===== src/sv/ascending_value_sorter_top_macros.svh =====
// Assertion macros used by the sorter controller.
`ifndef ASCENDING_VALUE_SORTER_TOP_MACROS_SVH
`define ASCENDING_VALUE_SORTER_TOP_MACROS_SVH

// Check that the consequent holds in the same cycle as the antecedent.
`define AVS_ASSERT_SAME(label, ante, cons, msg) \
    label: assert property (@(posedge clk) disable iff (!rst_n) (ante) |-> (cons)) \
        else $error(msg);

// Check that the consequent holds in the cycle after the antecedent.
`define AVS_ASSERT_NEXT(label, ante, cons, msg) \
    label: assert property (@(posedge clk) disable iff (!rst_n) (ante) |=> (cons)) \
        else $error(msg);

`endif


===== src/sv/avs_pkg.sv =====
// Package: sizes, cell link types, command types and states of the sorter.
package avs_pkg;

    localparam int MAX_ITEMS = 16;
    localparam int VALUE_W   = 32;
    localparam int CNT_W     = $clog2(MAX_ITEMS + 1);

    typedef logic signed [VALUE_W-1:0] value_t;
    typedef logic [CNT_W-1:0]          count_t;

    // What one cell shows its neighbors
    typedef struct packed {
        logic   ins;
        logic   occ;
        value_t val;
    } cell_link_t;

    // Broadcast from the controller to every cell
    typedef struct packed {
        logic   insert;
        logic   drain;
        value_t value;
    } cell_cmd_t;

    typedef enum logic [0:0] {
        ST_LOAD  = 1'b0,
        ST_DRAIN = 1'b1
    } avs_state_t;

endpackage


===== src/sv/avs_stream_ifs.sv =====
// Valid/ready stream interfaces for input items and sorted results.
interface avs_in_if;
    logic            valid;
    logic            ready;
    avs_pkg::value_t value;
    logic            end_of_list;

    modport source (output valid, output value, output end_of_list, input ready);
    modport sink   (input valid, input value, input end_of_list, output ready);
endinterface

interface avs_out_if;
    logic            valid;
    logic            ready;
    avs_pkg::value_t sorted_value;
    logic            last_out;
    logic            overflow;

    modport source (output valid, output sorted_value, output last_out, output overflow,
                    input ready);
    modport sink   (input valid, input sorted_value, input last_out, input overflow,
                    output ready);
endinterface


===== src/sv/ascending_value_sorter_top.sv =====
// Sorter top level: a chain of insertion cells and its controller.
// Loading takes one input transaction per cycle; each value is placed in order on arrival.
// End of list sets the drain state, then the result register takes the first result; results
// drain one per cycle from the head cell while results.ready (N results for N held values).
// No new transaction is taken while a list drains; the next list loads right after.
// rst_n clears the fill count, overflow flag and cell occupancy at once; no clearing pass.
module ascending_value_sorter_top (
    input  logic      clk,
    input  logic      rst_n,
    avs_in_if.sink    items,
    avs_out_if.source results
);

    avs_pkg::cell_cmd_t  cmd;
    avs_pkg::cell_link_t links    [avs_pkg::MAX_ITEMS];
    avs_pkg::cell_link_t left_in  [avs_pkg::MAX_ITEMS];
    avs_pkg::cell_link_t right_in [avs_pkg::MAX_ITEMS];

    avs_ctrl u_ctrl (
        .clk     (clk),
        .rst_n   (rst_n),
        .items   (items),
        .results (results),
        .head    (links[0]),
        .cmd     (cmd)
    );

    // Build the chain; the ends see an empty, non-inserting neighbor
    for (genvar i = 0; i < avs_pkg::MAX_ITEMS; i++)
    begin : g_cell
        if (i == 0)
        begin : g_head
            assign left_in[i] = '0;
        end
        else
        begin : g_mid_l
            assign left_in[i] = links[i-1];
        end

        if (i == avs_pkg::MAX_ITEMS - 1)
        begin : g_tail
            assign right_in[i] = '0;
        end
        else
        begin : g_mid_r
            assign right_in[i] = links[i+1];
        end

        avs_cell u_cell (
            .clk   (clk),
            .rst_n (rst_n),
            .cmd   (cmd),
            .left  (left_in[i]),
            .right (right_in[i]),
            .link  (links[i])
        );
    end

endmodule


===== src/sv/avs_cell.sv =====
// One sorting cell: holds a value, inserts in order, shifts toward the head on drain.
module avs_cell (
    input  logic                clk,
    input  logic                rst_n,
    input  avs_pkg::cell_cmd_t  cmd,
    input  avs_pkg::cell_link_t left,
    input  avs_pkg::cell_link_t right,
    output avs_pkg::cell_link_t link
);

    logic            occ_reg;
    avs_pkg::value_t val_reg;
    logic            ins;

    // Insert point: empty cell, or new value strictly below the held one
    always_comb
    begin
        ins = !occ_reg || (cmd.value < val_reg);
    end

    assign link.ins = ins;
    assign link.occ = occ_reg;
    assign link.val = val_reg;

    // Occupancy: take the left neighbor on a shift, take the new value at the insert point
    always_ff @(posedge clk or negedge rst_n)
    begin
        if (!rst_n)
        begin
            occ_reg <= 1'b0;
        end
        else if (cmd.insert)
        begin
            if (left.ins)
            begin
                occ_reg <= left.occ;
            end
            else if (ins)
            begin
                occ_reg <= 1'b1;
            end
        end
        else if (cmd.drain)
        begin
            occ_reg <= right.occ;
        end
    end

    // Held value follows the same moves
    always_ff @(posedge clk)
    begin
        if (cmd.insert)
        begin
            if (left.ins)
            begin
                val_reg <= left.val;
            end
            else if (ins)
            begin
                val_reg <= cmd.value;
            end
        end
        else if (cmd.drain)
        begin
            val_reg <= right.val;
        end
    end

endmodule


===== src/sv/avs_ctrl.sv =====
// Controller: input handshake, fill count, overflow flag, drain sequencing, result register.
`include "ascending_value_sorter_top_macros.svh"

module avs_ctrl (
    input  logic                clk,
    input  logic                rst_n,
    avs_in_if.sink              items,
    avs_out_if.source           results,
    input  avs_pkg::cell_link_t head,
    output avs_pkg::cell_cmd_t  cmd
);

    avs_pkg::avs_state_t state_reg, state_next;
    avs_pkg::count_t     count_reg, count_next;
    logic                dropped_reg, dropped_next;
    logic                out_valid_reg, out_valid_next;
    avs_pkg::value_t     out_value_reg;
    logic                out_last_reg;
    logic                out_ovf_reg;

    logic accept;
    logic full;
    logic drain;

    assign full  = (count_reg == avs_pkg::count_t'(avs_pkg::MAX_ITEMS));

    // Next state, commands to the chain and result register control
    always_comb
    begin
        state_next     = state_reg;
        count_next     = count_reg;
        dropped_next   = dropped_reg;
        items.ready    = 1'b0;
        accept         = 1'b0;
        drain          = 1'b0;
        out_valid_next = out_valid_reg && !results.ready;
        case (state_reg)
            avs_pkg::ST_LOAD:
            begin
                items.ready = 1'b1;
                accept      = items.valid;
                if (accept)
                begin
                    if (full)
                    begin
                        dropped_next = 1'b1;
                    end
                    else
                    begin
                        count_next = count_reg + avs_pkg::count_t'(1);
                    end
                    if (items.end_of_list)
                    begin
                        state_next = avs_pkg::ST_DRAIN;
                    end
                end
            end
            avs_pkg::ST_DRAIN:
            begin
                drain = !out_valid_reg || results.ready;
                if (drain)
                begin
                    out_valid_next = 1'b1;
                    count_next     = count_reg - avs_pkg::count_t'(1);
                    if (count_reg == avs_pkg::count_t'(1))
                    begin
                        state_next   = avs_pkg::ST_LOAD;
                        dropped_next = 1'b0;
                    end
                end
            end
            default:
            begin
                state_next = avs_pkg::ST_LOAD;
            end
        endcase
    end

    assign cmd.insert = accept && !full;
    assign cmd.drain  = drain;
    assign cmd.value  = items.value;

    // Control registers
    always_ff @(posedge clk or negedge rst_n)
    begin
        if (!rst_n)
        begin
            state_reg     <= avs_pkg::ST_LOAD;
            count_reg     <= '0;
            dropped_reg   <= 1'b0;
            out_valid_reg <= 1'b0;
        end
        else
        begin
            state_reg     <= state_next;
            count_reg     <= count_next;
            dropped_reg   <= dropped_next;
            out_valid_reg <= out_valid_next;
        end
    end

    // Capture the head of the chain as the next result
    always_ff @(posedge clk)
    begin
        if (drain)
        begin
            out_value_reg <= head.val;
            out_last_reg  <= (count_reg == avs_pkg::count_t'(1));
            out_ovf_reg   <= dropped_reg;
        end
    end

    assign results.valid        = out_valid_reg;
    assign results.sorted_value = out_value_reg;
    assign results.last_out     = out_last_reg;
    assign results.overflow     = out_ovf_reg;

    `AVS_ASSERT_SAME(a_count_bound, 1'b1, count_reg <= avs_pkg::count_t'(avs_pkg::MAX_ITEMS), "fill count above capacity")
    `AVS_ASSERT_SAME(a_drain_nonempty, state_reg == avs_pkg::ST_DRAIN, count_reg != '0 && head.occ, "drain with empty chain")
    `AVS_ASSERT_NEXT(a_last_ends_run, drain && count_reg == avs_pkg::count_t'(1), state_reg == avs_pkg::ST_LOAD && count_reg == '0 && !dropped_reg, "run did not end after last result")
    `AVS_ASSERT_SAME(a_no_insert_drain, cmd.drain, !cmd.insert && !items.ready, "insert during drain")

endmodule


===== src/flat_wrapper.sv =====
// flat-port wrapper written by rule: the top's interface ports become plain ports
module ascending_value_sorter_top_flat 
  (clk, rst_n, items_valid, items_value, items_end_of_list, items_ready, results_valid, results_sorted_value, results_last_out, results_overflow, results_ready);
  avs_in_if items_i ();
  avs_out_if results_i ();
  input  logic clk;
  input  logic rst_n;
  input wire logic [$bits(items_i.valid)-1:0] items_valid;
  input wire logic [$bits(items_i.value)-1:0] items_value;
  input wire logic [$bits(items_i.end_of_list)-1:0] items_end_of_list;
  output wire logic [$bits(items_i.ready)-1:0] items_ready;
  output wire logic [$bits(results_i.valid)-1:0] results_valid;
  output wire logic [$bits(results_i.sorted_value)-1:0] results_sorted_value;
  output wire logic [$bits(results_i.last_out)-1:0] results_last_out;
  output wire logic [$bits(results_i.overflow)-1:0] results_overflow;
  input wire logic [$bits(results_i.ready)-1:0] results_ready;
  assign items_i.valid = items_valid;
  assign items_i.value = items_value;
  assign items_i.end_of_list = items_end_of_list;
  assign items_ready = items_i.ready;
  assign results_valid = results_i.valid;
  assign results_sorted_value = results_i.sorted_value;
  assign results_last_out = results_i.last_out;
  assign results_overflow = results_i.overflow;
  assign results_i.ready = results_ready;
  ascending_value_sorter_top u_core (.clk(clk), .rst_n(rst_n), .items(items_i), .results(results_i));
endmodule

===== config.mk =====
export PLATFORM = sky130hd
export DESIGN_NAME = ascending_value_sorter_top_flat
export DESIGN_NICKNAME = d
export VERILOG_FILES = /design/src/sv/avs_pkg.sv /design/src/sv/avs_stream_ifs.sv /design/src/sv/ascending_value_sorter_top.sv /design/src/sv/avs_cell.sv /design/src/sv/avs_ctrl.sv /design/src/flat_wrapper.sv
export VERILOG_INCLUDE_DIRS = /design/src /design/src/sv
export SDC_FILE = /design/constraint.sdc
export NUM_CORES = 2
export LEC_CHECK = 0
export BUFFER_PORTS_ARGS = -buffer_cell sky130_fd_sc_hd__buf_2
export CAP_MARGIN = 20
export CORE_ASPECT_RATIO = 1.75
export CORE_MARGIN = 8
export CORE_UTILIZATION = 65
export DETAILED_ROUTE_END_ITERATION = 16
export HOLD_SLACK_MARGIN = 0.08
export PLACE_DENSITY = 0.87
export SYNTH_ARGS = -nofsm -noshare
export SYNTH_HDL_FRONTEND = slang
export SYNTH_HIERARCHICAL = 1
export SYNTH_SLANG_ARGS = --single-unit

===== constraint.sdc =====
create_clock -name clk -period 10.31 [get_ports clk]
set_clock_uncertainty 0.15 [all_clocks]
set_input_delay 1.5465 -clock clk [delete_from_list [all_inputs] [get_ports clk]]
set_output_delay 1.5465 -clock clk [all_outputs]
set_load 0.005 [all_outputs]

==> impl_results.md <==
- Final ANT Viol Nets: 0
- Flop pwr share: 0.359
- Int Power: 7.75 mW
- Sw Share: 0.412
- HPWL after DPL: 73.3 mm
- First-pass GRT wire length: 162 mm
- WS Path Type: in -> reg
- Final nets: 4886
- Hold wc startpoint: u_core/g_cell[0].u_cell/val_reg[10]
- Number of buffers created by CTS: 54
- Sw Pwr: 5.44 mW
- Core area: 64200 sq um
- Total number of vias: 32100
- Area grow syn2layout: 6.54%
- Placed instance count: 5105
- Syn Inst Count: 4359
- Critical R2R Launch: u_core/g_cell[0].u_cell/val_reg[27]
- Clock power share: 0.154
- Crit Path Max Fanout: 32
- Number of global-route vias before repair: 32700
- Layout cells sized above 1: 0.0653
- All-Layer GR Usage: 0.267
- Final worst path period share: 0.593
- Post-Syn Area: 42200 sq um
- Port Buf Inserts: 72
- Final setup viols: 0
- CTS root buffer: clkbuf_16
- Setup bufs post-CTS: 0
- Setup TNS: 0 ns
- First-pass DRT Iterations: 6
- Die Y-Extent: 353 um
- Filler Cell Count: 4488
- Comb power frac: 0.486
- Post-layout util: 0.700
- Critical path endpoint category: register
- DR DRC count: 0
- Initial DRC Count: 2530
- RSZ-0062 raised after global routing: false
- Vias per inst: 6.16
- Final cell count without fillers: 5210
- Initial Util: 0.657
- Design area: 44900 sq um
- Static Leak: 21.4 nW
- Critical path's slowest cell: nor4_1
- Slew Limit Fails: 0
- Reg-to-reg endpoint: u_core/g_cell[1].u_cell/val_reg[24]
- Cell chain of the critical path: buf_2 > ha_1 > nand4_1 > nor4_1 > nand4_1 > a31oi_1 > nor2_1 > mux2i_4 > buf_4 > and3b_1 > a21oi_1 > and2_1 > buf_4
- Fmax: 0.164 GHz
- Max clock buf depth: 3
- Synthesis Warnings: 6
- Worst Hold Depth: 0
- Crit path max-delay family: simple AND/OR/NAND/NOR gates
- VDD IR max: 0.000319 V
- R2R depth: 13
- Max-slew headroom: 0.0142
- H-tree Lvls: 2
- GP Congestion: 0.850
- Initial antenna violation count: 5
- Placed Area: 43200 sq um
- Hold crit path type: reg -> reg
- Final hold vios: 0
- Clock sink count: 570
- Die width: 209 um
- Largest register FFs: 512
- Avg Inst Size Synth: 9.67 sq um
- WP buf/inv: 3
- Multi-input logic area: 22400 sq um
- Tmin final: 6.11 ns
- Critical Path AT: 6.21 ns
- Largest net degree at the start of global routing: 271
- Hold path endpoint: u_core/u_ctrl/results.sorted_value[10]
- Hold buffers post-CTS: 0
- WP data required: 10.41 ns
- Startpoint types: primary input
- Slew @ Worst Pin: 1.48 ns
- PD cells: 294 nW/um^2
- CP peak stage delay: 0.65 ns
- Placement Rows: 123
- Wire per inst: 19.5 um
- FF+latch area: 17000 sq um
- Worst-skew pair later-pin latency: 0.62 ns
- Max Cap Viol: 0
- # resized after CTS: 0
- Status: completed
- CTS clock-pin slew for the worst setup and hold paths: 0.07 ns
- Setup slack, reg-to-reg: 5.22 ns
- CTS tree: done
- Die ar.: 73600 sq um
- GRT Residual Overflow: 0
- Post-Route WL: 102 mm
- I/O pin count: 73
[cells in the final DEF (no fill, tap or decap), types with 35 or more instances in the layout]
| master | n |
|---|---|
| a21oi_1 | 705 |
| buf_2 | 72 |
| buf_4 | 52 |
| clkbuf_16 | 55 |
| conb_1 | 67 |
| edfxtp_1 | 546 |
| ha_1 | 499 |
| inv_1 | 516 |
| mux2i_1 | 512 |
| nand2_1 | 162 |
| nand3_1 | 35 |
| nor2_1 | 576 |
| o21ai_0 | 80 |
[worst max-delay path by stage]
stage                     from                                  end  slack, ns  depth (start not counted)
6_report       items_value[27]  u_core/g_cell[1].u_cell/val_reg[24]       4.20                         13
2_1_floorplan  items_value[11]  u_core/g_cell[10].u_cell/val_reg[0]       5.15                         13
4_1_cts        items_value[27]  u_core/g_cell[1].u_cell/val_reg[24]       4.27                         13
3_3_place_gp   items_value[27]   u_core/g_cell[1].u_cell/val_reg[6]       3.58                         13
5_1_grt        items_value[27]  u_core/g_cell[1].u_cell/val_reg[24]       4.03                         13
3_5_place_dp   items_value[27]   u_core/g_cell[1].u_cell/val_reg[7]       3.55                         13
[layer usage]
| metal | up-vias | track usage | routed length (um) |
|---|---|---|---|
| li1 | 15500 | - | - |
| met1 | 15100 | 0.265 | 35500 |
| met2 | 988 | 0.490 | 53000 |
| met3 | 474 | 0.0271 | 3540 |
| met4 | 0 | 0.236 | 9730 |
| met5 | - | 0 | 0 |
[worst register-to-register path, delay by kind of cell (launching register included)]
| family | cells | cell delay [ns] |
|---|---|---|
| and+or+nand+nor | 6 | 1.64 |
| buffers and inverters | 3 | 0.96 |
| muxes | 1 | 0.64 |
| AOI/OAI and AO/OA | 2 | 0.61 |
| DFF | 1 | 0.40 |
| adders and majority gates | 1 | 0.31 |
[area by class of cell]
cell class                      instances  share of cell area
Clock buffer                           73              0.0324
Clock inverter                         26             0.00618
Inverter                              516              0.0431
Multi-Input combinational cell       3080               0.498
Sequential cell                       570               0.378
Tap cell                              812              0.0226
Antenna cell                            5            0.000279
Timing Repair Buffer                  128              0.0187
[metrics by stage]
stage,worst slack [ns],hold slack [ns],total power [mW]
global placement,3.58,0.327,10.7
detailed placement,3.55,0.325,11.0
CTS,4.27,0.347,13.2
finish,4.20,0.350,13.2
floorplan,5.15,0.298,9.46
global route,4.03,0.364,14.1
[power by group through the flow]
stage	registers [mW]	logic, mW	clock network [mW]
5_1_grt	4.86	7.08	2.14
2_1_floorplan	4.46	5.00	0
6_report	4.74	6.42	2.04
3_3_place_gp	4.70	5.99	0
3_5_place_dp	4.76	6.29	0
4_1_cts	4.72	6.38	2.07
No activity file was read; power rests on OpenSTA's default activity.
